**src/rtl/slre_pkg.sv**
```systemverilog
// ----------------------------------------------------------------------------
// slre_pkg
// shared constants and types of the subflow loss rate estimator
// ----------------------------------------------------------------------------
package slre_pkg;
  localparam int unsigned Subflows = 8;
  localparam int unsigned SfW = 3;
  localparam int unsigned IdxW = (Subflows > 1) ? $clog2(Subflows) : 1;
  localparam logic [31:0] TtUnusable = 32'hffff_fffd;
  localparam logic [31:0] RedundantScale = 32'd100;

  localparam logic [1:0] OpSeed = 2'd0;
  localparam logic [1:0] OpEvent = 2'd1;
  localparam logic [1:0] OpEval = 2'd2;

  localparam logic [2:0] CaOpen = 3'd0;
  localparam logic [2:0] CaCwr = 3'd2;
  localparam logic [2:0] CaRecovery = 3'd3;
  localparam logic [2:0] CaLoss = 3'd4;

  localparam logic RegShift = 1'b0;
  localparam logic RegThresh = 1'b1;

  typedef struct packed {
    logic [1:0] op;
    logic [SfW-1:0] subflow;
    logic [2:0] ca_state;
    logic [7:0] retransmit_count;
    logic [31:0] unacked_seq;
    logic [15:0] seg_size;
    logic [31:0] smoothed_rtt;
  } req_t;

  typedef struct packed {
    logic [31:0] transfer_time;
    logic redundant;
    logic has_lost;
  } rsp_t;

  typedef struct packed {
    logic [31:0] prev_mark;
    logic [31:0] last_mark;
    logic [31:0] rate;
    logic seen;
    logic [2:0] cstate;
    logic cls;
  } entry_t;

  typedef struct packed {
    logic [0:0] index;
    logic [7:0] data;
  } cfg_t;
endpackage

```
**src/rtl/slre_div.sv**
```systemverilog
// ----------------------------------------------------------------------------
// slre_div
// 64 by 32 bit restoring divider, one quotient bit per cycle
// ----------------------------------------------------------------------------
module slre_div
  import slre_pkg::*;
(
  input  logic        clk_i,
  input  logic        rst_ni,
  input  logic        start_i,
  input  logic [63:0] dividend_i,
  input  logic [31:0] divisor_i,
  output logic        done_o,
  output logic [63:0] quotient_o
);
  logic [63:0] quo_q, quo_d;
  logic [32:0] rem_q, rem_d;
  logic [31:0] dvs_q, dvs_d;
  logic [6:0] cnt_q, cnt_d;
  logic busy_q, busy_d, done_q, done_d;
  logic [32:0] trial;

  assign trial = {rem_q[31:0], quo_q[63]};

  always_comb begin
    quo_d = quo_q;
    rem_d = rem_q;
    dvs_d = dvs_q;
    cnt_d = cnt_q;
    busy_d = busy_q;
    done_d = 1'b0;
    if (start_i) begin
      quo_d = dividend_i;
      rem_d = '0;
      dvs_d = divisor_i;
      cnt_d = 7'd64;
      busy_d = 1'b1;
    end else if (busy_q) begin
      if (trial >= {1'b0, dvs_q}) begin
        rem_d = trial - {1'b0, dvs_q};
        quo_d = {quo_q[62:0], 1'b1};
      end else begin
        rem_d = trial;
        quo_d = {quo_q[62:0], 1'b0};
      end
      cnt_d = cnt_q - 7'd1;
      if (cnt_q == 7'd1) begin
        busy_d = 1'b0;
        done_d = 1'b1;
      end
    end
  end

  always_ff @(posedge clk_i or negedge rst_ni) begin
    if (!rst_ni) begin
      busy_q <= 1'b0;
      done_q <= 1'b0;
      cnt_q <= '0;
    end else begin
      busy_q <= busy_d;
      done_q <= done_d;
      cnt_q <= cnt_d;
    end
  end

  always_ff @(posedge clk_i) begin
    quo_q <= quo_d;
    rem_q <= rem_d;
    dvs_q <= dvs_d;
  end

  assign done_o = done_q;
  assign quotient_o = quo_q;
endmodule

```
**config.mk**
```make
export PLATFORM = sky130hd
export DESIGN_NAME = slre_div
export DESIGN_NICKNAME = d
export VERILOG_FILES = /design/src/rtl/slre_pkg.sv /design/src/rtl/slre_div.sv
export SDC_FILE = /design/constraint.sdc
export NUM_CORES = 1
export LEC_CHECK = 0
export BUFFER_PORTS_ARGS = -buffer_cell sky130_fd_sc_hd__buf_2
export CAP_MARGIN = 5
export CORE_UTILIZATION = 41
export DETAILED_ROUTE_END_ITERATION = 7
export GPL_ROUTABILITY_DRIVEN = 0
export PLACE_DENSITY_LB_ADDON = 0.1
export SETUP_SLACK_MARGIN = 0.2
export SLEW_MARGIN = 40
export SYNTH_ARGS = -nofsm -noshare
export SYNTH_HDL_FRONTEND = slang
export SYNTH_SLANG_ARGS = --single-unit
export TNS_END_PERCENT = 20
```
**constraint.sdc**
```tcl
create_clock -name clk_i -period 6.4 [get_ports clk_i]
set_input_delay 0.96 -clock clk_i [delete_from_list [all_inputs] [get_ports clk_i]]
set_output_delay 0.96 -clock clk_i [all_outputs]
set_load 0.005 [all_outputs]
```
==> impl_metrics.env, run 1 <==
export IMPL_power_mw=3.44
export IMPL_crit_arrival_ps=3720
export IMPL_power_density_mw_per_mm2=389
export IMPL_syn_cell_area_sq_mm=0.00719
export IMPL_tns_ps=0
export IMPL_coreArea_sq_mm=0.0172
export IMPL_drt_iter0_markers=290
export IMPL_yosys_warnings=0
export IMPL_met3_usage_pct=6.92
export IMPL_path_class="reg -> reg"
export IMPL_synth_edf_count=96
export IMPL_met2_usage_pct=31.1
export IMPL_mostFrequentLayoutCell="buf_2"
export IMPL_fin_crit_ps=3400
export IMPL_synthCells=628
export IMPL_io_pins=164
export IMPL_synth_nets=762
export IMPL_synthToLayoutAreaGrowth_pct=22.9
export IMPL_stdcell_area_sq_mm=0.00884
export IMPL_dr_pass1_iters=4
export IMPL_max_stage_delay_ps=490
export IMPL_initial_utilization_pct=41.7
export IMPL_crit_path_end_kind="flop"
export IMPL_drv_slew=0
export IMPL_yosys_top_cells_area="edfxtp_1 40%, mux2_2 10%, dfxtp_1 8.9%"
export IMPL_cp_required_ps=6720
export IMPL_cts_sinks=137
export IMPL_grt_use_total_pct=19.2
export IMPL_worstMarginPinSlew_ps=724
export IMPL_fin_worst_skew_ps=12.3
export IMPL_grt_overflow_total=0
export IMPL_yosys_area_top_type_share_pct=40.1
export IMPL_vias_per_cell=5.18
export IMPL_async_flop_share_pct=6.57
export IMPL_hold_violations=0
export IMPL_crit_fanout=34
export IMPL_die_width_microns=134
export IMPL_post_drt_wl_per_cell_microns=16.1
export IMPL_postLayoutSetupSlackWorst_ps=3000
export IMPL_clock_latency_ps=430
export IMPL_ant_nets=0
export IMPL_grt_pass1_vias=5397
export IMPL_grt_util_met1_pct=24.2
export IMPL_place_area_sq_mm=0.00822
export IMPL_drc=0
export IMPL_dieArea_sq_mm=0.0181
export IMPL_post_cts_setup_buffers=0
export IMPL_nNetsFinal=924
export IMPL_root_buffer="clkbuf_16"
export IMPL_maxCapViolations=0
export IMPL_antenna_found_initial=0
export IMPL_rows=48
export IMPL_h_tree_depth=4
export IMPL_via_count=5323
export IMPL_rsz0062_at_grt="false"
export IMPL_postSynthRegisterBits=137
export IMPL_crit_chain="inv_1 > ha_1 > nand4_1 > nor4_1 > a41oi_1 > o21ai_1 > a31oi_1 > o21ai_4 > buf_4 > o21ai_1 > a2111oi_2"
export IMPL_hold_class="in -> async"
export IMPL_cts_buffer_depth=2
export IMPL_slowest_stage="o21ai_4"
export IMPL_startpoint_type="flop"
export IMPL_slew_limit_headroom_pct=51.7
export IMPL_cts_tree="done"
export IMPL_post_place_ws_ps=2970
export IMPL_fmax_ghz=0.294
export IMPL_grt_busiest_layer="met2"
export IMPL_clk_pin_slew_worst_paths_ps=70
export IMPL_critPathTopFamily="compound AO/OA/AOI/OAI gates"
export IMPL_ys_flop_type="edfxtp_1"
export IMPL_whs_ps=376
export IMPL_p_leak_nw=3.74
export IMPL_final_cell_mix="162 x buf_2, 96 x edfxtp_1, 65 x mux2_2"
export IMPL_path_common_cell="o21ai_1"
export IMPL_drive_gt1_share_pct=33.6
export IMPL_yosysTopAreaCell="edfxtp_1"
export IMPL_diodes=0
export IMPL_status="finished clean"
export IMPL_stdcell_count=1028
export IMPL_dp_cells=996
export IMPL_ys_seq_area_share_pct=52.1
export IMPL_cts_resized=0
export IMPL_synthDistinctLibCells=56
export IMPL_totalWireLength_microns=16600
export IMPL_n_fill_cell=1528
export IMPL_grt_pass1_wl_microns=26900
export IMPL_io_buffers=163
export IMPL_path_buf_inv=2
export IMPL_die_y_microns=134
export IMPL_holdBufCountCts=0
export IMPL_fin_crit_sh_pct=53.1
export IMPL_setup_viol=0
export IMPL_numCtsBuffers=17
export IMPL_fin_util_pct=51.3
export IMPL_syn_area_per_cell_sq_um=11.4
export IMPL_grt_max_degree=71
export IMPL_ir_worst_vdd_mv=0.206
export IMPL_hpwl_microns=11800
[cells by family after synthesis]
family | after synthesis | share of synthesized area [%]
buffers and inverters | 66 | 3.79
flip-flops | 137 | 52.1
XOR/XNOR | 31 | 3.78
adder cells (fa/ha/maj) | 35 | 6.20
multiplexers | 85 | 13.0
AND/OR/NAND/NOR | 140 | 8.86
AO/OA/AOI/OAI | 134 | 12.3
[layout make-up]
type	count	area, sq um	share of cell area, %
multi-input cells	425	3180	36.0
clock inverters	14	181	2.05
well taps	225	282	3.19
flip-flops and latches	137	3750	42.4
repair buffers	168	863	9.77
clock buffers	18	429	4.86
inverters	41	154	1.74
[flip-flops by register name (all words and copies together), names as in the netlist]
register and flops:
cnt_q 7, done_o 1, dvs_q 32, quotient_o 64, busy_q 1, rem_q 32
[worst paths after layout]
path                       startpoint   endpoint  slack [ps]  depth (start not counted)
max                         dvs_q[17]  rem_q[29]        3000                         11
min                            rst_ni     done_o         380                          1
max reg2reg                 dvs_q[17]  rem_q[29]        3000                         11
min reg2reg                  rem_q[8]   rem_q[8]         480                          2
max in group asynchronous      rst_ni   cnt_q[6]        5830                          1
min in group clk_i           rem_q[8]   rem_q[8]         480                          2
[report_power, final]
part	switching (mW)	internal (mW)
Combinational	0.629	0.531
Sequential	0.117	1.14
Clock	0.407	0.622
Total	1.15	2.29
[synth_stat cells (9+ instances only)]
cell type,instances
a211oi_1,24
nor2_1,52
clkbuf_1,18
dfrtp_1,9
mux2i_1,20
nand2_1,41
xor2_1,11
dfxtp_1,32
a21oi_1,32
nand2b_1,9
mux2_2,65
xnor2_1,20
inv_1,41
edfxtp_1,96
o21ai_0,11
ha_1,34
o21ai_1,20
[metal layers]
metal	vias up	wire (microns)	part of all wire, %
met2	157	7980	48
met5	-	0	0
met4	0	200	1.2
met3	17	1170	7.1
met1	2510	7240	44
li1	2639	-	-
Note: power is estimated with default switching activity, not from simulation.
==> run 2: changes to the inputs <==
ABC_AREA = 1   (was default)
clock period = 2.8 ns   (was 6.4 ns; I/O delays follow)
==> impl_metrics.env, run 2 <==
export IMPL_status="finished clean"
export IMPL_h_tree_depth=4
export IMPL_p_int_mw=5.09
export IMPL_async_flop_share_pct=6.57
export IMPL_power_mw=8.18
export IMPL_initial_utilization_pct=41.8
export IMPL_hold_class="in -> reg"
export IMPL_dieArea_sq_mm=0.0205
export IMPL_drt_iter0_markers=390
export IMPL_crit_arrival_ps=2650
export IMPL_timing_rr_end="rem_q[17]"
export IMPL_vias_per_cell=4.67
export IMPL_nNetsFinal=1409
export IMPL_power_density_mw_per_mm2=826
export IMPL_postLayoutSetupSlackWorst_ps=432
export IMPL_synth_most_common_cell="nand2_1"
export IMPL_synthToLayoutAreaGrowth_pct=21.3
export IMPL_ys_top_cells_by_count="492 x nand2_1, 175 x inv_1, 96 x edfxtp_1"
export IMPL_stdcell_count=1553
export IMPL_grt_pass1_vias=7068
export IMPL_post_place_ws_ps=439
export IMPL_worstMarginPinSlew_ps=651
export IMPL_crit_chain="inv_1 > ha_1 > nand2_1 > inv_1 > nand2_1 > nand2_1 > nand2_1 > nand2_1 > nand2_1 > nand3_2 > nor2_4 > buf_4 > nand3_1 > nand3_1 > o21ai_1"
export IMPL_syn_cell_area_sq_mm=0.00817
export IMPL_ant_nets=0
export IMPL_yosysTopAreaCell="edfxtp_1"
export IMPL_root_buffer="clkbuf_16"
export IMPL_ys_seq_area_share_pct=45.9
export IMPL_grt_max_degree=59
export IMPL_tns_ps=0
export IMPL_r2r_start="dvs_q[19]"
export IMPL_switching_share_pct=37.7
export IMPL_largest_register_ff_count=64
export IMPL_die_y_microns=143
export IMPL_post_drt_wl_per_cell_microns=13.7
export IMPL_max_stage_delay_ps=340
export IMPL_ys_flop_type="edfxtp_1"
export IMPL_totalWireLength_microns=21300
export IMPL_crit_fanout=15
export IMPL_cts_sinks=137
export IMPL_ir_worst_vdd_mv=0.476
export IMPL_coreArea_sq_mm=0.0195
export IMPL_slowest_stage="ha_1"
export IMPL_mostFrequentLayoutCell="nand2_1"
export IMPL_power_switching_mw=3.09
export IMPL_slew_limit_headroom_pct=56.6
export IMPL_fin_crit_ps=2370
export IMPL_hold_violations=0
export IMPL_cp_required_ps=3080
export IMPL_cts_tree="done"
export IMPL_hpwl_microns=15600
export IMPL_rsz0062_at_grt="true"
export IMPL_r2r_cells=15
export IMPL_clk_pin_slew_worst_paths_ps=60
export IMPL_io_pins=164
export IMPL_yosys_top_cells_area="edfxtp_1 35%, nand2_1 23%, inv_1 8.0%"
export IMPL_drive_gt1_share_pct=17.4
export IMPL_via_count=7254
export IMPL_maxCapViolations=0
export IMPL_rows=51
export IMPL_yosys_warnings=0
export IMPL_seq_power_share_pct=33.2
export IMPL_grt_use_total_pct=22.3
export IMPL_path_common_cell="nand2_1"
export IMPL_die_width_microns=143
export IMPL_fin_crit_sh_pct=84.6
export IMPL_drv_slew=0
export IMPL_min_to="dvs_q[16]"
export IMPL_yosys_area_top_type_share_pct=35.3
export IMPL_synth_edf_count=96
export IMPL_fin_worst_skew_ps=18.9
export IMPL_whs_ps=166
export IMPL_worst_hold_path_num_cells=1
export IMPL_startpoint_type="flop"
export IMPL_postSynthRegisterBits=137
export IMPL_numCtsBuffers=17
export IMPL_setup_viol=0
export IMPL_clock_latency_ps=430
export IMPL_grt_overflow_total=0
export IMPL_crit_path_end_kind="flop"
export IMPL_path_class="reg -> reg"
export IMPL_drc=0
export IMPL_p_clk_share_pct=28.7
export IMPL_syn_area_per_cell_sq_um=7.36
export IMPL_synth_nets=1244
export IMPL_combPwrFrac_pct=38.1
export IMPL_io_buffers=163
export IMPL_synthCells=1110
export IMPL_dp_cells=1520
export IMPL_synthDistinctLibCells=35
export IMPL_diodes=0
export IMPL_rrSetupSlack_ps=430
export IMPL_min_from="divisor_i[16]"
export IMPL_dr_pass1_iters=5
export IMPL_p_leak_nw=5.38
export IMPL_final_cell_mix="492 x nand2_1, 174 x inv_1, 162 x buf_2"
export IMPL_cts_buffer_depth=2
export IMPL_antenna_found_initial=1
export IMPL_grt_pass1_wl_microns=35200
export IMPL_fmax_ghz=0.422
-- run 2: changes by cell type after synthesis, moves of 9 or more --
cell / change
nand2_1: +451
inv_1: +134
nand3_1: +68
mux2_2: -65
a211oi_1: -24
mux2i_1: -20
nand3b_1: +18
xor2_1: -10
nand2b_1: -9
-- run 2: stage by stage --
stage / util (%) / instance area [sq um]
global placement: 47.6 / 9300
floorplan: - / 8170
detailed placement: 47.6 / 9300
global route: 50.8 / 9910
CTS: 50.7 / 9910
finish: 50.8 / 9910
-- run 2: worst max path at each step --
stage,startpoint,end,slack (ps),cells past startpoint
6_report,dvs_q[19],rem_q[17],430,15
2_1_floorplan,start_i,quotient_o[0],800,3
4_1_cts,dvs_q[8],rem_q[17],430,15
3_5_place_dp,dvs_q[8],rem_q[17],440,15
5_1_grt,dvs_q[8],rem_q[5],170,13
3_3_place_gp,dvs_q[8],rem_q[17],410,15
-- run 2: metal layers --
metal	up-vias	part of all wire (%)	track usage [%]
li1	3791	-	-
met1	3242	46	28.7
met2	194	46	36.0
met3	25	7.1	6.74
met4	2	1.3	6.23
met5	-	0.047	0
-- run 2: cell families (layout without fill, tap and decap cells) --
logic type	Yosys count	after routing	share of synthesized area [%]
DFF	137	137	45.9
buffers and inverters	208	386	10.0
AOI/OAI and AO/OA	60	60	3.89
xor gates and xnor gates	14	14	1.50
adders and majority gates	35	35	5.45
and+or+nand+nor	656	656	33.3
-- run 2: critical path: cells and delay by family, from the launching register on --
kind / cells / cell delay (ps)
adder cells (fa/ha/maj): 1 / 340
flip-flops: 1 / 320
AND/OR/NAND/NOR: 10 / 1120
buffers and inverters: 3 / 380
AO/OA/AOI/OAI: 1 / 60
-- run 2: final cells by class --
class	count	area, sq um
clock buffer	20	437
clock inverter	12	163
fill	2030	9620
inverter	179	672
multi-input combinational	765	3610
sequential	137	3750
tap	265	332
timing repair buffer	175	952
-- run 2: power by group through the flow --
stage | Combinational [mW] | Clock [mW] | Sequential (mW)
after floorplan | 2.33 | 0 | 2.72
after global placement | 3.09 | 0 | 2.75
after detailed placement | 3.10 | 0 | 2.75
after CTS | 3.12 | 2.39 | 2.72
after global routing | 3.60 | 2.47 | 2.76
final | 3.11 | 2.35 | 2.72
-- run 2: what timing repair did --
item / in CTS / in global routing
endpoints found under the hold margin: 9 / 0
hold buffers: 1 / 0
buffers inserted: 0 / 0
endpoints found under the setup margin: 0 / 5
gates resized for setup: 0 / 1
